`src/rtl/cau_pkg.sv`:
```
package cau_pkg;

    // data format
    localparam int DATA_WIDTH = 32;
    localparam int FRAC_BITS  = 16;
    localparam int KIND_W     = 4;
    localparam int STATUS_W   = 2;

    // derived widths
    localparam int PROD_W    = 2 * DATA_WIDTH;
    localparam int SUM_W     = PROD_W + 2;
    localparam int QUO_W     = DATA_WIDTH + 1;
    localparam int NUM_STEPS = QUO_W;
    localparam int SQ_REM_W  = DATA_WIDTH + 2;
    localparam int OVF_SH    = DATA_WIDTH + 1 - FRAC_BITS;

    // operation codes
    localparam logic [KIND_W-1:0] KIND_ADD   = 4'd0;
    localparam logic [KIND_W-1:0] KIND_SUB   = 4'd1;
    localparam logic [KIND_W-1:0] KIND_MUL   = 4'd2;
    localparam logic [KIND_W-1:0] KIND_DIV   = 4'd3;
    localparam logic [KIND_W-1:0] KIND_SCALE = 4'd4;
    localparam logic [KIND_W-1:0] KIND_ADDR  = 4'd5;
    localparam logic [KIND_W-1:0] KIND_NEG   = 4'd6;
    localparam logic [KIND_W-1:0] KIND_CONJ  = 4'd7;
    localparam logic [KIND_W-1:0] KIND_MAG   = 4'd8;
    localparam logic [KIND_W-1:0] KIND_SQMAG = 4'd9;

    // status codes
    localparam logic [STATUS_W-1:0] ST_OK  = 2'd0;
    localparam logic [STATUS_W-1:0] ST_DZ  = 2'd1;
    localparam logic [STATUS_W-1:0] ST_SAT = 2'd2;

    localparam logic [DATA_WIDTH-1:0] POS_LIM = {1'b0, {(DATA_WIDTH-1){1'b1}}};
    localparam logic [DATA_WIDTH-1:0] NEG_LIM = {1'b1, {(DATA_WIDTH-1){1'b0}}};

    typedef struct packed {
        logic [DATA_WIDTH-1:0] val;
        logic                  sat;
    } clip_t;

    // one item as it moves through the iteration stages
    typedef struct packed {
        logic [KIND_W-1:0]     kind;
        logic [PROD_W-1:0]     den;
        logic [PROD_W-1:0]     num_re;
        logic [PROD_W-1:0]     num_im;
        logic                  neg_re;
        logic                  neg_im;
        logic                  ovf_re;
        logic                  ovf_im;
        logic [PROD_W-1:0]     rem_re;
        logic [PROD_W-1:0]     rem_im;
        logic [QUO_W-1:0]      q_re;
        logic [QUO_W-1:0]      q_im;
        logic [SQ_REM_W-1:0]   sq_rem;
        logic [DATA_WIDTH-1:0] sq_root;
        logic [DATA_WIDTH-1:0] res_re;
        logic [DATA_WIDTH-1:0] res_im;
        logic                  sat;
        logic                  dz;
    } iter_t;

    // clamp a wide signed value to the signed data range
    function automatic clip_t clip_sum(input logic signed [SUM_W-1:0] v);
        logic signed [SUM_W-1:0] hi;
        logic signed [SUM_W-1:0] lo;
        clip_t                   c;
        hi = $signed({{(SUM_W-DATA_WIDTH){1'b0}}, POS_LIM});
        lo = $signed({{(SUM_W-DATA_WIDTH){1'b1}}, NEG_LIM});
        if (v > hi) begin
            c.val = POS_LIM;
            c.sat = 1'b1;
        end else if (v < lo) begin
            c.val = NEG_LIM;
            c.sat = 1'b1;
        end else begin
            c.val = v[DATA_WIDTH-1:0];
            c.sat = 1'b0;
        end
        return c;
    endfunction

endpackage

```
`src/rtl/cau_back.sv`:
```
module cau_back
    import cau_pkg::*;
(
    input  logic                    aclk,
    input  logic                    aresetn,
    input  logic                    en,
    input  logic                    in_valid,
    input  iter_t                   in_it,
    output logic                    m_tvalid,
    output logic [2*DATA_WIDTH-1:0] m_tdata,
    output logic [STATUS_W-1:0]     m_tuser
);

    logic                    valid_reg;
    logic [2*DATA_WIDTH-1:0] data_reg, data_next;
    logic [STATUS_W-1:0]     status_reg, status_next;
    clip_t                   cq_re, cq_im;
    logic [DATA_WIDTH-1:0]   re, im;
    logic                    sat, dz, root_sat;

    // clamp a quotient magnitude with its sign
    function automatic clip_t clip_quo(input logic neg, input logic ovf,
                                       input logic [QUO_W-1:0] q);
        clip_t c;
        if (neg) begin
            c.sat = ovf || (q > {1'b0, NEG_LIM});
            c.val = c.sat ? NEG_LIM : DATA_WIDTH'(-q);
        end else begin
            c.sat = ovf || (q > {1'b0, POS_LIM});
            c.val = c.sat ? POS_LIM : q[DATA_WIDTH-1:0];
        end
        return c;
    endfunction

    assign cq_re    = clip_quo(in_it.neg_re, in_it.ovf_re, in_it.q_re);
    assign cq_im    = clip_quo(in_it.neg_im, in_it.ovf_im, in_it.q_im);
    assign root_sat = in_it.sq_root > POS_LIM;

    // final selection per operation
    always_comb begin
        re  = in_it.res_re;
        im  = in_it.res_im;
        sat = in_it.sat;
        dz  = 1'b0;
        unique case (in_it.kind)
            KIND_DIV: begin
                if (in_it.dz) begin
                    re  = '0;
                    im  = '0;
                    sat = 1'b0;
                    dz  = 1'b1;
                end else begin
                    re  = cq_re.val;
                    im  = cq_im.val;
                    sat = cq_re.sat | cq_im.sat;
                end
            end
            KIND_MAG: begin
                re  = root_sat ? POS_LIM : in_it.sq_root;
                im  = '0;
                sat = root_sat;
            end
            default: begin
                sat = in_it.sat;
            end
        endcase
        data_next = {im, re};
        priority if (dz) begin
            status_next = ST_DZ;
        end else if (sat) begin
            status_next = ST_SAT;
        end else begin
            status_next = ST_OK;
        end
    end

    // output register
    always_ff @(posedge aclk) begin
        if (!aresetn) begin
            valid_reg <= 1'b0;
        end else if (en) begin
            valid_reg <= in_valid;
        end
    end

    always_ff @(posedge aclk) begin
        if (en) begin
            data_reg   <= data_next;
            status_reg <= status_next;
        end
    end

    assign m_tvalid = valid_reg;
    assign m_tdata  = data_reg;
    assign m_tuser  = status_reg;

endmodule

```
`config.mk`:
```
export PLATFORM = sky130hd
export DESIGN_NAME = cau_back
export DESIGN_NICKNAME = d
export VERILOG_FILES = /design/src/rtl/cau_pkg.sv /design/src/rtl/cau_back.sv
export SDC_FILE = /design/constraint.sdc
export NUM_CORES = 1
export LEC_CHECK = 0
export ABC_CLOCK_PERIOD_IN_PS = 2100
export BUFFER_PORTS_ARGS = -buffer_cell sky130_fd_sc_hd__buf_2
export CAP_MARGIN = 20
export CORE_AREA = 2 2 232 234
export DETAILED_ROUTE_END_ITERATION = 10
export DIE_AREA = 0 0 234 236
export GPL_TIMING_DRIVEN = 0
export HOLD_SLACK_MARGIN = 0.03
export PLACE_DENSITY_LB_ADDON = 0.05
export SYNTH_ARGS = -nofsm -noshare
export SYNTH_HDL_FRONTEND = slang
export SYNTH_SLANG_ARGS = --single-unit
```
`constraint.sdc`:
```
create_clock -name aclk -period 2.1 [get_ports aclk]
set_input_delay 0.21 -clock aclk [delete_from_list [all_inputs] [get_ports aclk]]
set_output_delay 0.21 -clock aclk [all_outputs]
set_load 0.02 [all_outputs]
```
* Word level (Yosys, flattened, before mapping)
Index checks and enable logic that the tools add are counted.
Word-level totals: flip-flop bits (word level) 67, output and inout bits 67, word-level logic and storage cells 33
Operators by class: $add $sub $neg 2, order comparisons 5, equal/unequal tests 2, muxes and demuxes 16, bitwise gates (word level) 1, reduce and logical (&&, ||, !) cells 4
Operators with widths (number):
- 32-bit 2-to-1 mux | 7
- 32-bit case mux with 2 select lines | 2
- 33-bit by 31-bit > comparator with 1-bit output (second input constant) | 2
- 33-bit by 32-bit > comparator with 1-bit output (second input constant) | 2
- 33-bit 2-to-1 mux | 2
- 32-bit negator | 2
- 32-bit by 31-bit > comparator with 1-bit output (second input constant) | 1
- 4-bit by 2-bit == test with 1-bit output (second input constant) | 1
- 4-bit == test (second input constant) | 1
- 1-bit logical OR | 4
- 1-bit 2-to-1 mux | 3
- 2-bit 2-to-1 mux | 1
- 1-bit case mux with 2 select lines | 1
- 1-bit bitwise OR | 1

* Logic depth before layout (Yosys ltp)
Gate-level depths: netlist of run 1.
word-level depth 8, mapped depth 8, depth with buffers taken out 7

* Least setup slack after synthesis of run 1
OpenSTA, ideal clock, no wires.
kind input-to-reg, from input in_it[170] (netlist name), to register data_reg[17] (netlist: m_tdata[17]) (data pin), library setup time 0.266 ns, data arrival time 1.912 ns, setup slack -0.078 ns, stages on the path 6, buffers on the path 1, cells stage by stage or3_1 -> clkbuf_1 -> or4_4 -> or4_1 -> o211ai_1 -> a31oi_1
On the way: cells in the longest elaborated chain, start to end 6, elaborated cells between the ends (all ways) 10
RTL lines:
- from (decl) | RTL line cau_back.sv:8 | input iter_t in_it,
- 33-bit by 31-bit > comparator with 1-bit output / 33-bit by 32-bit > comparator with 1-bit output (equally long branches) | RTL line cau_back.sv:29, cau_back.sv:26
- 1-bit logical OR (on tied branches) | RTL line cau_back.sv:29, cau_back.sv:26
- 32-bit 2-to-1 mux (on tied branches) | RTL line cau_back.sv:30, cau_back.sv:27
- 33-bit 2-to-1 mux * | RTL line cau_back.sv:25 | if (neg) begin
- 32-bit 2-to-1 mux * | RTL line cau_back.sv:47 | if (in_it.dz) begin
- 32-bit case mux with 2 select lines * | RTL line cau_back.sv:45 | unique case (in_it.kind)
- named net re[17] | RTL line cau_back.sv:18 | logic [DATA_WIDTH-1:0] re, im;
- to (signal assigned) | RTL line cau_back.sv:88 | data_reg <= data_next;
- to (decl) | RTL line cau_back.sv:15 | logic [2*DATA_WIDTH-1:0] data_reg, data_next;
Mark *: on every way through the listed nets, which the timed path passes. The rest lies on a longest branch. A chain may end at the register's enable or synchronous reset.

* Final worst setup path of run 1
from input in_it[522] (netlist name), to register data_reg[6] (netlist: m_tdata[6]) (data pin)
On the way: cells in the longest elaborated chain, start to end 2, elaborated cells between the ends (all ways) 3
RTL lines (RTL line):
- 4-bit == test / 4-bit by 2-bit == test with 1-bit output (equally long branches) | cau_back.sv:45
- 32-bit case mux with 2 select lines * | cau_back.sv:45
- named net re[6] | cau_back.sv:18
Marks and branches as above.

==> results.cfg, run 1 <==
[clock_network]
path_clk_slew_ns = 0.07
cts-htree-levels = 3
clock_tree.root_cell = clkbuf_16
cts_tree = yes
cts_buffers = 9
cts_max_path_buffers = 2
clk_latency_ns = 0.38
cts.sinks = 67

[synthesis]
synth_top_cell_by_area = edfxtp_1
synthTopCellsByArea = edfxtp_1, a21oi_1, nand2_1
synth_top_cell_area_share_pct = 36.36
ys_seq_area_share_pct = 36.72
async_flop_share_pct = 0
ys_warn_count = 0
avgSynthCellArea_um2 = 8.681
ys.flop_type = edfxtp_1
ys_ff_latch = 67
synth_fp_nets = 1162
synth_edf_count = 66
syn_inst = 628
synth_area_um2 = 5451
synth_cell_type_count = 65

[worst_setup_path]
worst-path-max-fanout = 10
setup.worst_path.end_class = flip-flop
critPathRequiredTime_ns = 2.20
r2r_start = m_tvalid
r2r-end = m_tvalid
arrival_ns = 2.21
startpoint_type = input port
worst-r2r-cell-count = 2
crit_type = in -> reg
r2r_setup_slack_ns = 1.51

[global_routing]
top_usage_layer = met2
grt_use_met1_pct = 16.85
grt_pass1_wl_um = 54490
grtUsageTotal_pct = 14.24
met2_usage_pct = 25.81
overflow = 0
grt_max_degree = 53
antenna_found_initial = 11
use_met3_pct = 3.179
grt_pass1_vias = 6845

[floorplan]
fp-row-count = 85
die_area_um2 = 55220
dieWidth_um = 234
die_h_um = 236
start_util_pct = 10.27
core_area_um2 = 53070
ios = 597

[layout]
final_core_util_pct = 16.64
layout_common_cells = buf_2, nand2_1, edfxtp_1, a21oi_1, nor2_1
finalNetCount = 1442
drive_above_1_share_pct = 44.91
areaGrowthSynthToFinish_pct = 61.99
mostFrequentLayoutCell = buf_2
postLayoutCellArea_um2 = 8831

[route]
route.detailed.drc = 0
ant_nets = 0
routed_via_density = 4.039
vias = 6507
drt-wirelength-per-cell_um = 24.69
drtIter0Drc = 367
wirelength_um = 39780
drtPass1Iterations = 5

[power_and_ir_drop]
switchingPower_uw = 1661
switching_share_pct = 35.81
p_int_uw = 2977
clockPowerShare_pct = 36.4
power_frac_seq_pct = 35.6
combPwrFrac_pct = 28.0
p_leak_uw = 0.003228
power_density_nw_per_um2 = 525.1
ir_drop_uv = 432.1

[sta]
period_share_pct = 100.5
relSlewSlack_pct = 40.46
fin_worst_skew_ns = 0
hold_violations = 0
worstMarginPinSlew_ns = 0.8930
fmax_ghz = 0.4738
setup_viol_count_final = 1
rsz0062_at_grt = true
layout_setup_ws_ns = -0.01044
post-route-min-period_ns = 2.110
final-max-slew-violation-count = 0
fin_tns_setup_ns = -0.01044
worst_hold_slack_ns = 0.09147

[hold_path]
min_from = in_valid
whs_endpoint = m_tvalid
whs_path_depth = 3
min_path_type = in -> reg

[place]
io_buffers = 238
dp.final_hpwl_um = 31170
gp_congestion = 0.7676
placed_cell_area_um2 = 7550

[run]
maxCapViolations = 0

[outcome]
status = finished with violations
violations = setup timing
-- timing repair --
action,CTS,global route
gates cloned,1,3
gates resized for setup,109,54
endpoints found under the hold margin,1,0
endpoints found under the setup margin,63,52
hold buffers,1,0
setup buffers,25,2
pin swaps,27,13
-- synth_stat cells (4+ instances only) --
master	instances
nand2b_1	9
nand4_1	25
o31ai_2	7
and3_1	5
nand2_1	71
nor4_1	15
a31oi_1	11
o21a_1	27
clkbuf_1	30
or2_2	5
nor3_1	19
inv_1	9
o21ai_1	12
o22ai_1	5
o31ai_1	34
a21o_1	4
buf_2	11
a21oi_1	58
a22oi_1	5
nand3_1	7
or3_1	12
o211ai_1	14
and2_1	12
or4_1	15
edfxtp_1	66
ha_1	4
xnor2_1	8
mux2i_1	7
nor2_1	39
a211oi_1	12
o21ai_0	15
o311ai_0	4
-- worst max path at each step --
stage                     cells after the start     endpoint  slack (ns)        from
after global placement                        6  m_tdata[42]       -1.47  in_it[525]
after global routing                          8  m_tdata[47]      -0.006  in_it[132]
after CTS                                     8  m_tdata[47]       -0.09  in_it[159]
after detailed placement                      7  m_tdata[36]       -1.34  in_it[132]
final                                         6   m_tdata[6]       -0.01  in_it[522]
after floorplan                               6  m_tdata[17]       -0.06  in_it[170]
-- worst max-delay path, cell delays in order --
cell and delay, ns:
buf_2 0.11, or3b_2 0.53, a21o_1 0.38, clkbuf_1 0.40
a21oi_1 0.43, o31ai_1 0.14
-- power groups by stage --
| stage | sequential [µW] | clock, µW | combinational, µW |
|---|---|---|---|
| floorplan | 1830 | 0 | 341 |
| global placement | 1680 | 0 | 1210 |
| detailed placement | 1680 | 0 | 1210 |
| CTS | 1650 | 1790 | 1310 |
| global route | 1660 | 1800 | 1410 |
| finish | 1650 | 1690 | 1300 |
-- layout make-up --
class	instances	area, µm²
inverters	9	36.28
well taps	696	870.8
multi-input cells	508	3785
fillers	6085	44240
diodes	2	5.005
repair buffers	271	1540
clock buffers	9	225.2
flip-flops and latches	67	2002
clock inverters	7	76.32
plain buffers	42	290.3
-- flip-flops by register name (all words and copies together), names as in the netlist --
signal    cells
m_tuser       2
m_tvalid      1
m_tdata      64
-- cell families (layout without fill, tap and decap cells) --
logic type,count (synthesis),count (layout),synth area share (%)
AND/OR/NAND/NOR,259,260,26.76
AO/OA/AOI/OAI,228,228,28.55
flip-flops,67,67,36.72
buffers and inverters,54,338,4.315
XOR/XNOR,9,9,1.446
multiplexers,7,7,1.285
adder cells (fa/ha/maj),4,4,0.9181
other,0,2,0
-- metal layers --
| metal | part of all wire [%] | wire [µm] | up-vias |
|---|---|---|---|
| met4 | 1.5 | 587 | 10 |
| met5 | 0.17 | 68 | - |
| met3 | 5.6 | 2212 | 30 |
| li1 | - | - | 3049 |
| met1 | 42 | 16510 | 3199 |
| met2 | 51 | 20400 | 219 |
-- stage by stage --
stage | cells | worst slack (ns) | power (µW)
floorplan | 628 | -0.05906 | 2175
finish | 1611 | -0.01044 | 4637
global placement | 1562 | -1.472 | 2896
global route | 1609 | -0.005580 | 4871
detailed placement | 1564 | -1.342 | 2886
CTS | 1605 | -0.08793 | 4747
Power figures use the tool's default switching activity.
==> run 2: changes to the inputs <==
REMOVE_ABC_BUFFERS = 1   (was unset)
==> run 2 against run 1 <==
Against the previous run:
- the run now ends clean
- largest cell class unchanged
- via count down 4.0%
- core utilization fell by 0.43 points
- wire length down 13%
- global-route usage shrank 1.6 points
- register-to-register slack about the same
- sequential cell count unchanged
- die area unchanged
- worst setup slack improved by 0.071 ns
- sequential share of layout area grew 0.60 points
- combinational power down 8%
- critical path type unchanged
- non-clock buffer count fell by 25
==> results.cfg, run 2 (synthesized netlist as in run 1, its figures left out) <==
[outcome]
status = complete, no violations

[global_routing]
overflow = 0
grtUsageTotal_pct = 12.61
grt_max_degree = 39
grt_pass1_vias = 6583
antenna_found_initial = 19
grt_pass1_wl_um = 48780

[clock_network]
cts.sinks = 67
cts_tree = yes
cts-htree-levels = 3
cts_buffers = 9
clock_tree.root_cell = clkbuf_16
path_clk_slew_ns = 0.06
cts_max_path_buffers = 2
clk_latency_ns = 0.38

[worst_setup_path]
setup.worst_path.end_class = flip-flop
startpoint_type = input port
r2r_setup_slack_ns = 1.51
r2r_start = m_tvalid
r2r-end = m_tvalid
crit_type = in -> reg
arrival_ns = 2.16
critPathRequiredTime_ns = 2.22
worst-r2r-cell-count = 2
worst-path-max-fanout = 8

[route]
vias = 6246
routed_via_density = 3.926
route.detailed.drc = 0
ant_nets = 0
wirelength_um = 34680
drtIter0Drc = 254
drtPass1Iterations = 4
drt-wirelength-per-cell_um = 21.80

[sta]
period_share_pct = 97.12
post-route-min-period_ns = 2.039
final-max-slew-violation-count = 0
relSlewSlack_pct = 43.71
hold_violations = 0
fmax_ghz = 0.4903
setup_viol_count_final = 0
fin_worst_skew_ns = 0
worstMarginPinSlew_ns = 0.8423
fin_tns_setup_ns = 0

[power_and_ir_drop]
switching_share_pct = 33.07
power_frac_seq_pct = 34.9
combPwrFrac_pct = 24.9
ir_drop_uv = 422.0
p_int_uw = 3196
clockPowerShare_pct = 40.2
switchingPower_uw = 1579
power_density_nw_per_um2 = 555.1
p_leak_uw = 0.003135
total_power_uw = 4775

[layout]
drive_above_1_share_pct = 42.79
mostFrequentLayoutCell = buf_2
largest_register_ffs = 64
finalNetCount = 1417
layout_common_cells = buf_2, nand2_1, edfxtp_1, a21oi_1, nor2_1
areaGrowthSynthToFinish_pct = 57.79

[floorplan]
start_util_pct = 10.27
die_area_um2 = 55220
dieWidth_um = 234
ios = 597
core_area_um2 = 53070
fp-row-count = 85
die_h_um = 236

[place]
io_buffers = 242
dp.final_hpwl_um = 26520
gp_congestion = 0.6978

[hold_path]
min_path_type = in -> reg
whs_path_depth = 3
whs_endpoint = m_tvalid
min_from = in_valid

[run]
maxCapViolations = 0
## run 2: timing repair
action	in CTS	in global routing
hold endpoints to repair	1	0
pin swaps	14	5
endpoints found under the setup margin	65	37
buffers inserted	30	2
hold buffers	1	0
gates cloned	2	0
resized for setup	45	24
## run 2: worst max-delay path by stage
| stage | startpoint | to | slack [ns] | cells past startpoint |
|---|---|---|---|---|
| floorplan | in_it[165] | m_tdata[15] | -0.70 | 7 |
| global placement | in_it[328] | m_tdata[55] | -3.03 | 4 |
| detailed placement | in_it[145] | m_tdata[38] | -1.39 | 7 |
| CTS | in_it[166] | m_tdata[26] | 0.008 | 10 |
| global route | in_it[140] | m_tdata[54] | -0.01 | 9 |
| finish | in_it[170] | m_tdata[17] | 0.06 | 6 |
## run 2: critical path, cell delays in order
cell and delay, ns:
buf_2 0.13, or3_4 0.48, or4_4 0.56, or4_1 0.52
o211ai_1 0.13, a31oi_1 0.13
## run 2: per-layer routing
metal	vias to the layer above	GRT usage [%]	share of wire (%)
li1	3003	-	-
met1	2992	14.46	41
met2	195	21.86	49
met3	38	4.739	8.1
met4	18	3.145	1.8
met5	-	0	0.34
## run 2: area by class of cell
type	count	area [µm²]
fillers	6043	44470
multi-input cells	508	3596
flip-flops and latches	67	2002
repair buffers	288	1737
well taps	696	870.8
clock buffers	9	225.2
clock inverters	7	116.4
inverters	9	37.54
diodes	7	17.52
## run 2: power groups by stage
| stage | Combinational (µW) | Sequential [µW] | Clock, µW |
|---|---|---|---|
| 3_5_place_dp | 1140 | 1710 | 0 |
| 5_1_grt | 1300 | 1680 | 2060 |
| 3_3_place_gp | 1110 | 1710 | 0 |
| 2_1_floorplan | 303 | 1830 | 0 |
| 6_report | 1190 | 1670 | 1920 |
| 4_1_cts | 1200 | 1680 | 2040 |
## run 2: through the flow
step	setup slack, ns	hold WS, ns	util (%)	cell area (µm²)	std cells
after global placement	-3.034	0.4256	13.82	7332	1521
after CTS	0.008382	0.06131	15.90	8438	1582
final	0.06051	0.09166	16.21	8602	1591
after floorplan	-0.7042	0.3225	-	5250	583
after detailed placement	-1.390	0.4257	14.31	7594	1533
after global routing	-0.01331	0.1008	16.19	8589	1586
