`src/rtl/cau_pkg.sv`:
```
package cau_pkg;

    // data format
    localparam int DATA_WIDTH = 32;
    localparam int FRAC_BITS  = 16;
    localparam int KIND_W     = 4;
    localparam int STATUS_W   = 2;

    // derived widths
    localparam int PROD_W    = 2 * DATA_WIDTH;
    localparam int SUM_W     = PROD_W + 2;
    localparam int QUO_W     = DATA_WIDTH + 1;
    localparam int NUM_STEPS = QUO_W;
    localparam int SQ_REM_W  = DATA_WIDTH + 2;
    localparam int OVF_SH    = DATA_WIDTH + 1 - FRAC_BITS;

    // operation codes
    localparam logic [KIND_W-1:0] KIND_ADD   = 4'd0;
    localparam logic [KIND_W-1:0] KIND_SUB   = 4'd1;
    localparam logic [KIND_W-1:0] KIND_MUL   = 4'd2;
    localparam logic [KIND_W-1:0] KIND_DIV   = 4'd3;
    localparam logic [KIND_W-1:0] KIND_SCALE = 4'd4;
    localparam logic [KIND_W-1:0] KIND_ADDR  = 4'd5;
    localparam logic [KIND_W-1:0] KIND_NEG   = 4'd6;
    localparam logic [KIND_W-1:0] KIND_CONJ  = 4'd7;
    localparam logic [KIND_W-1:0] KIND_MAG   = 4'd8;
    localparam logic [KIND_W-1:0] KIND_SQMAG = 4'd9;

    // status codes
    localparam logic [STATUS_W-1:0] ST_OK  = 2'd0;
    localparam logic [STATUS_W-1:0] ST_DZ  = 2'd1;
    localparam logic [STATUS_W-1:0] ST_SAT = 2'd2;

    localparam logic [DATA_WIDTH-1:0] POS_LIM = {1'b0, {(DATA_WIDTH-1){1'b1}}};
    localparam logic [DATA_WIDTH-1:0] NEG_LIM = {1'b1, {(DATA_WIDTH-1){1'b0}}};

    typedef struct packed {
        logic [DATA_WIDTH-1:0] val;
        logic                  sat;
    } clip_t;

    // one item as it moves through the iteration stages
    typedef struct packed {
        logic [KIND_W-1:0]     kind;
        logic [PROD_W-1:0]     den;
        logic [PROD_W-1:0]     num_re;
        logic [PROD_W-1:0]     num_im;
        logic                  neg_re;
        logic                  neg_im;
        logic                  ovf_re;
        logic                  ovf_im;
        logic [PROD_W-1:0]     rem_re;
        logic [PROD_W-1:0]     rem_im;
        logic [QUO_W-1:0]      q_re;
        logic [QUO_W-1:0]      q_im;
        logic [SQ_REM_W-1:0]   sq_rem;
        logic [DATA_WIDTH-1:0] sq_root;
        logic [DATA_WIDTH-1:0] res_re;
        logic [DATA_WIDTH-1:0] res_im;
        logic                  sat;
        logic                  dz;
    } iter_t;

    // clamp a wide signed value to the signed data range
    function automatic clip_t clip_sum(input logic signed [SUM_W-1:0] v);
        logic signed [SUM_W-1:0] hi;
        logic signed [SUM_W-1:0] lo;
        clip_t                   c;
        hi = $signed({{(SUM_W-DATA_WIDTH){1'b0}}, POS_LIM});
        lo = $signed({{(SUM_W-DATA_WIDTH){1'b1}}, NEG_LIM});
        if (v > hi) begin
            c.val = POS_LIM;
            c.sat = 1'b1;
        end else if (v < lo) begin
            c.val = NEG_LIM;
            c.sat = 1'b1;
        end else begin
            c.val = v[DATA_WIDTH-1:0];
            c.sat = 1'b0;
        end
        return c;
    endfunction

endpackage

```
`src/rtl/cau_step.sv`:
```
module cau_step
    import cau_pkg::*;
#(
    parameter int BIT_IDX = 0
)
(
    input  logic  aclk,
    input  logic  aresetn,
    input  logic  en,
    input  logic  in_valid,
    input  iter_t in_it,
    output logic  out_valid,
    output iter_t out_it
);

    logic                  valid_reg;
    iter_t                 it_reg, it_next;
    logic                  nbit_re, nbit_im;
    logic [PROD_W:0]       rsh_re, rsh_im, dsub_re, dsub_im;
    logic                  ge_re, ge_im;
    logic [SQ_REM_W+1:0]   ssh, trial, ssub;
    logic                  sge;

    // next dividend bit, zero below the fraction point
    if (BIT_IDX >= FRAC_BITS) begin : g_num
        assign nbit_re = in_it.num_re[BIT_IDX-FRAC_BITS];
        assign nbit_im = in_it.num_im[BIT_IDX-FRAC_BITS];
    end else begin : g_frac
        assign nbit_re = 1'b0;
        assign nbit_im = 1'b0;
    end

    // restoring divide step for both parts
    assign rsh_re  = {in_it.rem_re, nbit_re};
    assign rsh_im  = {in_it.rem_im, nbit_im};
    assign ge_re   = rsh_re >= {1'b0, in_it.den};
    assign ge_im   = rsh_im >= {1'b0, in_it.den};
    assign dsub_re = rsh_re - {1'b0, in_it.den};
    assign dsub_im = rsh_im - {1'b0, in_it.den};

    // square root step on one bit pair of the radicand
    if (BIT_IDX < DATA_WIDTH) begin : g_sqrt
        assign ssh   = {in_it.sq_rem, in_it.den[2*BIT_IDX+1 -: 2]};
        assign trial = {2'b00, in_it.sq_root, 2'b01};
        assign sge   = ssh >= trial;
        assign ssub  = ssh - trial;
    end else begin : g_nosqrt
        assign ssh   = '0;
        assign trial = '0;
        assign sge   = 1'b0;
        assign ssub  = '0;
    end

    always_comb begin
        it_next        = in_it;
        it_next.rem_re = ge_re ? dsub_re[PROD_W-1:0] : rsh_re[PROD_W-1:0];
        it_next.rem_im = ge_im ? dsub_im[PROD_W-1:0] : rsh_im[PROD_W-1:0];
        it_next.q_re   = {in_it.q_re[QUO_W-2:0], ge_re};
        it_next.q_im   = {in_it.q_im[QUO_W-2:0], ge_im};
        if (BIT_IDX < DATA_WIDTH) begin
            it_next.sq_rem  = sge ? ssub[SQ_REM_W-1:0] : ssh[SQ_REM_W-1:0];
            it_next.sq_root = {in_it.sq_root[DATA_WIDTH-2:0], sge};
        end
    end

    always_ff @(posedge aclk) begin
        if (!aresetn) begin
            valid_reg <= 1'b0;
        end else if (en) begin
            valid_reg <= in_valid;
        end
    end

    always_ff @(posedge aclk) begin
        if (en) begin
            it_reg <= it_next;
        end
    end

    assign out_valid = valid_reg;
    assign out_it    = it_reg;

endmodule

```
`config.mk`:
```
export PLATFORM = sky130hd
export DESIGN_NAME = cau_step
export DESIGN_NICKNAME = d
export VERILOG_FILES = /design/src/rtl/cau_pkg.sv /design/src/rtl/cau_step.sv
export SDC_FILE = /design/constraint.sdc
export NUM_CORES = 1
export LEC_CHECK = 0
export ABC_AREA = 1
export BUFFER_PORTS_ARGS = -buffer_cell sky130_fd_sc_hd__buf_2
export CAP_MARGIN = 5
export CORE_AREA = 2 2 411 413
export CTS_CLUSTER_SIZE = 30
export DETAILED_ROUTE_END_ITERATION = 8
export DIE_AREA = 0 0 413 415
export PLACE_DENSITY = 0.49
export SLEW_MARGIN = 20
export SYNTH_ARGS = -nofsm -noshare
export SYNTH_HDL_FRONTEND = slang
export SYNTH_SLANG_ARGS = --single-unit
```
`constraint.sdc`:
```
create_clock -name aclk -period 2.6 [get_ports aclk]
set_input_delay 0.26 -clock aclk [delete_from_list [all_inputs] [get_ports aclk]]
set_output_delay 0.26 -clock aclk [all_outputs]
set_load 0.05 [all_outputs]
```
## Yosys cells after proc, flatten, opt, wreduce, memory -nomap -nowiden

Cells that the tools add are included.

| cells by class | value |
|---|---|
| muxes and demuxes | 3 |
| $add $sub $neg | 3 |
| magnitude comparators | 3 |

Operator list:

| kind | number |
|---|---|
| $ge 65x64->1 | 2 |
| $mux 64 | 2 |
| $sub 64x64->64 | 2 |
| $ge 36x34->1 | 1 |
| $mux 34 | 1 |
| $sub 34x34->34 | 1 |

| word-level totals | value |
|---|---|
| flip-flop bits (word level) | 527 |
| logic and storage cells | 30 |

## Logic depth before layout (Yosys ltp)

Gate-level depths: netlist of run 1.

| logic depth | value |
|---|---|
| depth after elaboration | 2 |
| depth in mapped cells | 18 |
| gate-level depth less buffers | 16 |

## Least setup slack after synthesis of run 1

OpenSTA, ideal clock, no wires.

| path | value |
|---|---|
| kind | input-to-reg |
| from | input in_it[465] (netlist name) |
| to | register it_reg, in the netlist out_it[254] (data pin) |
| arrival | 1885 ps |
| library setup time | 253 ps |
| slack | 462 ps |
| stages on the path | 18 |
| path through | inv_1 -> ha_1 -> nand2_1 -> inv_1 -> nand2_1 -> nand2_1 -> inv_1 -> nand3_2 -> nand2_1 -> nand2_1 -> nand2_1 -> nand2_1 -> nand2_2 -> nand2_4 -> buf_8 -> buf_12 -> nand3_2 -> nand2_1 |

RTL lines:

| element | line | RTL |
|---|---|---|
| start, declared | cau_step.sv:11 | `input iter_t in_it,` |
| end signal, assigned | cau_step.sv:76 | `it_reg <= it_next;` |
| end, declared | cau_step.sv:17 | `iter_t it_reg, it_next;` |

==> results of run 1 <==
[flip-flops by register name, summed over array words and instances, names as in the netlist]
signal / count
out_it: 526
out_valid: 1
[worst reg2reg max path, delay by kind of cell, from the launching register on]
kind	cells	cell delay (ns)
AOI/OAI and AO/OA	2	0.22
DFF	1	0.31
buffers and inverters	1	0.57
[power breakdown]
| part | leakage, nW | total (mW) | internal, mW | switching (mW) |
|---|---|---|---|---|
| logic | 21.9 | 12.1 | 3.91 | 8.23 |
| registers | 5.15 | 10.9 | 10.4 | 0.490 |
| clock network | 1.16 | 10.4 | 5.92 | 4.44 |
[metrics by stage]
stage	instance area (sq um)	util, %	TNS (ns)	setup slack (ns)
6_report	55100	33.0	0	0.0194
5_1_grt	55000	33.0	-0.0632	-0.0116
4_1_cts	54000	32.4	0	0.00119
3_5_place_dp	46600	27.9	-31.88	-0.402
3_3_place_gp	46600	27.9	-30.43	-0.431
2_1_floorplan	32600	-	0	0.462
[what timing repair did]
action | 4_1_cts | 5_1_grt
hold buffers | 503 | 4
buffers inserted | 0 | 10
setup endpoints to repair | 0 | 134
resized for setup | 0 | 182
endpoints found under the hold margin | 520 | 4
[logic make-up (layout without fill, tap and decap cells)]
group | count (synthesis) | in the layout | synth area share, %
other | 0 | 40 | 0
AND/OR/NAND/NOR | 2358 | 2359 | 30.0
AO/OA/AOI/OAI | 175 | 175 | 2.77
XOR/XNOR | 82 | 82 | 2.20
flip-flops | 527 | 527 | 48.5
buffers and inverters | 846 | 3257 | 10.2
adder cells (fa/ha/maj) | 164 | 164 | 6.34
[Yosys cell counts, types with 6 or more instances]
cell	instances	area [sq um]
nand3_1	265	1330
o21ai_0	35	175
a21o_1	7	52.6
xor2_1	77	674
nand3b_1	33	248
nand2_2	6	37.5
buf_6	7	78.8
nor2_2	21	131
inv_1	791	2970
nor3_1	34	170
nor4_1	12	75.1
ha_1	162	2030
nand3_2	32	320
a21oi_1	129	646
buf_2	10	50.1
nand2_1	1652	6200
and3_1	8	50.1
clkbuf_1	19	71.3
nor2_1	260	976
edfxtp_1	526	15800
nand4_1	20	125
inv_2	11	41.3
[layout make-up]
type	instances	area (sq um)
antenna	40	100
clock buffer	83	1860
clock inverter	49	531
fill	17900	112000
inverter	802	3030
multi-input combinational	2780	14200
sequential	527	15800
tap	2204	2760
timing repair buffer	2323	16800
[how the worst max path moves through the flow]
stage | startpoint | endpoint | cells past startpoint
after floorplan | in_it[465] | out_it[254] | 18
after global placement | in_it[502] | out_it[321] | 16
after detailed placement | in_it[502] | out_it[321] | 16
after CTS | in_it[216] | out_it[199] | 15
after global routing | in_it[480] | out_it[236] | 17
final | in_it[519] | out_it[298] | 15
[routing by layer]
layer | wire length [um] | share of wire (%) | vias to the layer above | track usage, %
met5 | 78 | 0.033 | - | 0
met4 | 16800 | 7.1 | 12 | 15.0
met3 | 14800 | 6.3 | 409 | 5.36
met2 | 114000 | 48 | 1488 | 45.9
met1 | 89500 | 38 | 17400 | 29.6
li1 | - | - | 17800 | -
==> results.py, run 1 <==
metrics = {
    "hold_path": {
        "whs_path_depth": 3,
        "hold_start": "in_it[262]",
        "min_to": "out_it[263]",
        "hold_path.class": "input pin to flip-flop",
    },
    "route": {
        "post_drt_wl_per_cell_um": 26.7,
        "num_vias": 37200,
        "drc_errors": 0,
        "drt-pass1-iter-count": 5,
        "drtIter0Drc": 2670,
        "ant_nets": 0,
        "viasPerCell": 4.22,
        "routed_wl_um": 235000,
    },
    "cts": {
        "h-tree-depth": 3,
        "clock_path_buffers": 3,
        "cts_inserted_buffers": 73,
        "clk_pin_slew_worst_paths_ns": 0.05,
        "cts_root_buf": "clkbuf_16",
        "cts.sinks": 527,
        "cts_tree": "yes",
        "clk_latency_ns": 0.72,
    },
    "worst_setup_path": {
        "path_max_fanout": 14,
        "critical_path.slowest_cell": "dlygate4sd3_1",
        "path_cells": "dlygate4sd3_1, buf_2, inv_1, ha_1, buf_4, nand2_1, buf_4, nor2_1, nand3_2, nor2_4, nor2_4, nand2_8, buf_12, nand2_1, nand2_1",
        "rr_worst_depth": 3,
        "cpLargestDelayFamily": "buffers and inverters",
        "cpPeakStageDelay_ns": 0.54,
        "worstSetupPathType": "input pin to flip-flop",
        "cp-end-kind": "flip-flop",
        "reg2reg_to": "out_valid",
        "arrival_ns": 3.02,
        "critPathMostFrequentCell": "nand2_1",
        "r2r_start": "out_valid",
        "cp_num_buf_inv": 6,
        "cp.required_ns": 3.04,
        "cp-start-kind": "input pin",
        "ff2ff_setup_slack_ns": 1.38,
    },
    "cells_and_area": {
        "area_delta_synth_final_pct": 68.8,
        "fin_cells": 8808,
        "drive_gt1_share_pct": 32.9,
        "final_common_cell": "nand2_1",
        "final_nets": 7201,
        "final_cell_mix": "nand2_1, buf_2, inv_1",
    },
    "placement": {
        "place_hpwl_um": 202000,
        "gp_congestion": 0.972,
        "io_buffers": 1054,
        "dp.cells": 8115,
    },
    "status": {
        "outcome": "complete, no violations",
    },
    "timing": {
        "tightest_slew_ns": 0.589,
        "holdWs_ns": 0.0513,
        "skew_ns": 0,
        "final-hold-violation-count": 0,
        "max_freq_mhz": 388,
        "slew_headroom_pct": 61.0,
        "timing.final.crit_share_pct": 99.3,
        "setup_viol": 0,
        "post-route-min-period_ns": 2.58,
        "slew_violations": 0,
        "rsz0062_at_grt": "true",
    },
    "synthesis": {
        "ys_warn_count": 0,
        "synth_nets": 4846,
        "ys_ff_latch": 527,
        "synth_seq_area_share_pct": 48.5,
        "synth_cell_types": 36,
        "netlist_area_sq_um": 32600,
        "ys.flop_type": "edfxtp_1",
        "synth_edf_count": 526,
        "async_flop_share_pct": 0,
        "avgSynthCellArea_sq_um": 7.85,
        "synthCells": 4152,
    },
    "pwr": {
        "ir_worst_vdd_v": 0.000494,
        "power_mw": 33.4,
        "leakage_nw": 28.2,
        "power_density_nw_per_um2": 607,
    },
    "floorplan": {
        "die_w_um": 413,
        "top_level_ports": 1057,
        "row_count": 150,
        "start_util_pct": 19.6,
        "fp.dieH_um": 415,
        "core_sq_um": 167000,
        "die_area_sq_um": 171000,
    },
    "global_routing": {
        "grt_pass1_wl_um": 305000,
        "grt_antenna_before_repair": 97,
        "gr-usage-all-layers_pct": 26.3,
        "grt_overflow": 0,
        "grt_pass1_vias": 36600,
        "grt_max_degree": 75,
    },
    "job": {
        "cap_violations": 0,
    },
}
Note: power is estimated with default switching activity, not from simulation.
==> inputs of run 2 (changes only) <==
--- a/config.mk
+++ b/config.mk
@@ -5,14 +5,13 @@
 export SDC_FILE = /design/constraint.sdc
 export NUM_CORES = 1
 export LEC_CHECK = 0
-export ABC_AREA = 1
 export BUFFER_PORTS_ARGS = -buffer_cell sky130_fd_sc_hd__buf_2
 export CAP_MARGIN = 5
-export CORE_AREA = 2 2 411 413
+export CORE_AREA = 2 2 412 414
 export CTS_CLUSTER_SIZE = 30
 export DETAILED_ROUTE_END_ITERATION = 8
-export DIE_AREA = 0 0 413 415
-export PLACE_DENSITY = 0.49
+export DIE_AREA = 0 0 414 416
+export PLACE_DENSITY = 0.45
 export SLEW_MARGIN = 20
 export SYNTH_ARGS = -nofsm -noshare
 export SYNTH_HDL_FRONTEND = slang
==> run 2 against run 1 <==
The flow now finishes with violations (negative setup slack). Critical path depth is 2 higher. Register-to-register slack better by 0.06 ns. Via count decreased by 21%. Critical path type unchanged. Largest cell class unchanged.
==> results.py, run 2 <==
metrics = {
    "status": {
        "outcome": "complete, but fails checks",
        "failed_checks": "negative setup slack",
    },
    "synthesis": {
        "synthCells": 2370,
        "yosys-top-cells-count": "edfxtp_1, nand2_1, a21oi_1",
        "ys.flop_type": "edfxtp_1",
        "synth.most_common_cell": "edfxtp_1",
        "netlist_area_sq_um": 27500,
        "ys_top_cells_by_area": "edfxtp_1, ha_1, a21oi_1, o21ai_0, nand2_1",
        "synth_top_area_share_pct": 57.5,
        "ys_ff_latch": 527,
        "synth_nets": 3064,
        "synth_edf_count": 526,
        "synth_top_cell_by_area": "edfxtp_1",
        "synth_cell_types": 85,
        "synth_seq_area_share_pct": 57.6,
        "ys_warn_count": 0,
        "async_flop_share_pct": 0,
        "avgSynthCellArea_sq_um": 11.6,
    },
    "cells_and_area": {
        "multi_input_area_sq_um": 13400,
        "design_area_sq_um": 53000,
        "final_cell_mix": "buf_2, buf_4, edfxtp_1",
        "num-fill-cells": 17400,
        "area_delta_synth_final_pct": 93.0,
        "final_nets": 5478,
        "regArea_sq_um": 15800,
        "final_util_pct": 31.5,
        "drive_gt1_share_pct": 51.0,
        "final_common_cell": "buf_2",
        "largest_register_ffs": 526,
    },
    "floorplan": {
        "die_w_um": 414,
        "core_sq_um": 168000,
        "row_count": 151,
        "fp.dieH_um": 416,
        "start_util_pct": 16.3,
        "die_area_sq_um": 172000,
        "top_level_ports": 1057,
    },
    "worst_setup_path": {
        "path_max_fanout": 8,
        "cp_num_buf_inv": 7,
        "ff2ff_setup_slack_ns": 1.44,
        "path_cells": "buf_2, inv_2, buf_4, ha_4, nand4_1, nor2_4, nand4_1, buf_4, a2111oi_4, a311oi_4, a21oi_2, a21oi_4, buf_12, buf_16, clkbuf_16, nand2_1, o21ai_2",
        "cp.required_ns": 3.02,
        "cp-start-kind": "input pin",
        "arrival_ns": 3.08,
        "cpPeakStageDelay_ns": 0.49,
        "critical_path.slowest_cell": "a2111oi_4",
        "cp-end-kind": "flip-flop",
        "cpLargestDelayFamily": "buffers and inverters",
        "worstSetupPathType": "input pin to flip-flop",
    },
    "cts": {
        "cts_inserted_buffers": 72,
        "clk_pin_slew_worst_paths_ns": 0.06,
        "h-tree-depth": 3,
        "cts.sinks": 527,
        "cts_tree": "yes",
        "clk_latency_ns": 0.68,
        "cts_root_buf": "clkbuf_16",
        "clock_path_buffers": 3,
    },
    "timing": {
        "slew_headroom_pct": 52.7,
        "worst_slack_ns": -0.0675,
        "rsz0062_at_grt": "true",
        "timing.final.crit_share_pct": 103,
        "tightest_slew_ns": 0.701,
        "final-hold-violation-count": 0,
        "post-route-min-period_ns": 2.67,
        "slew_violations": 0,
        "skew_ns": 0,
        "max_freq_mhz": 375,
        "setup_tns_ns": -0.685,
        "setup_viol": 25,
    },
    "route": {
        "post_drt_wl_per_cell_um": 24.2,
        "viasPerCell": 4.14,
        "drc_errors": 0,
        "ant_nets": 0,
        "num_vias": 29300,
        "routed_wl_um": 172000,
        "drtIter0Drc": 1503,
        "drt-pass1-iter-count": 5,
    },
    "pwr": {
        "pwr-share-seq_pct": 32.1,
        "pwr-share-clk_pct": 31.0,
        "ir_worst_vdd_v": 0.000475,
        "combinationalPowerShare_pct": 36.9,
        "swShare_pct": 36.9,
        "internal-power_mw": 21.3,
        "switchingPower_mw": 12.5,
        "leakage_nw": 22.8,
        "power_density_nw_per_um2": 637,
        "power_mw": 33.8,
    },
    "placement": {
        "place_hpwl_um": 137000,
        "placed_area_sq_um": 41800,
        "io_buffers": 1054,
        "gp_congestion": 0.925,
    },
    "job": {
        "cap_violations": 0,
    },
    "global_routing": {
        "grt_antenna_before_repair": 66,
        "grt_max_degree": 78,
        "gr-usage-all-layers_pct": 18.7,
        "grt_overflow": 0,
        "grt_pass1_vias": 30000,
        "grt_pass1_wl_um": 227000,
    },
    "hold_path": {
        "hold_path.class": "input pin to flip-flop",
    },
}
[run 2: cell count changes in the layout (fill, tap and decap cells not counted), moves of 60 or more]
cell,previous run,this run
a21o_1,7,69
buf_4,705,788
ha_1,134,74
ha_4,21,81
inv_1,778,106
nand2_1,1599,215
nand3_1,254,25
nor2_1,228,86
o21ai_0,34,120
xnor2_1,5,84
[run 2: cell type report]
class / instances / area share [%]
timing repair buffer: 2434 / 33.7
sequential: 527 / 29.8
clock inverter: 50 / 1.05
tap: 2218 / 5.23
multi-input combinational: 1599 / 25.4
antenna: 19 / 0.0897
clock buffer: 83 / 3.58
inverter: 150 / 1.12
[run 2: path summary, 6_finish.rpt]
| path | from | end | cells past startpoint |
|---|---|---|---|
| worst max-delay path | in_it[492] | out_it[271] | 17 |
| worst min-delay path | in_it[304] | out_it[305] | 4 |
| worst max register to register | out_valid | out_valid | 3 |
| worst min register to register | out_valid | out_valid | 3 |
[run 2: power groups by stage]
| stage | Clock, mW | Sequential, mW | Combinational (mW) |
|---|---|---|---|
| floorplan | 0 | 14.1 | 2.75 |
| global placement | 0 | 11.0 | 10.6 |
| detailed placement | 0 | 11.0 | 10.6 |
| CTS | 10.8 | 10.8 | 11.7 |
| global route | 11.1 | 10.9 | 13.1 |
| finish | 10.5 | 10.8 | 12.5 |
[run 2: what timing repair did]
action	in CTS	in global routing
pin swaps	46	104
gates resized for setup	163	374
buffers inserted	22	46
setup endpoints to repair	139	159
cloned	4	19
hold buffers	514	1
hold endpoints to repair	533	1
[run 2: cell families after synthesis]
logic type / synth area share (%)
flip-flops: 57.6
adder cells (fa/ha/maj): 7.52
AND/OR/NAND/NOR: 9.39
buffers and inverters: 3.69
XOR/XNOR: 4.72
multiplexers: 1.58
AO/OA/AOI/OAI: 15.5
[run 2: metal layers]
layer  part of all wire [%]  wire length [um]  vias to the layer above  GRT usage [%]
li1                       -                 -                    13700              -
met1                     36             60900                    14200           19.2
met2                     52             88700                      982           34.2
met3                    6.4             10900                      312           4.91
met4                    6.3             10700                       32           11.0
met5                   0.12               207                        -              0
[run 2: tightest hold or removal path: cells and delay by family]
family | cells | cell delay [ns]
simple gates | 1 | 0.05
compound gates | 1 | 0.06
buf+inv | 2 | 0.26
[run 2: through the flow]
step	hold WS [ns]	cells	setup WS, ns
floorplan	0.359	2370	-0.251
global placement	0.437	6334	-1.33
detailed placement	0.438	6334	-1.40
CTS	0.00691	7005	-0.0258
global route	0.0149	7076	-0.120
finish	0.0574	7080	-0.0675
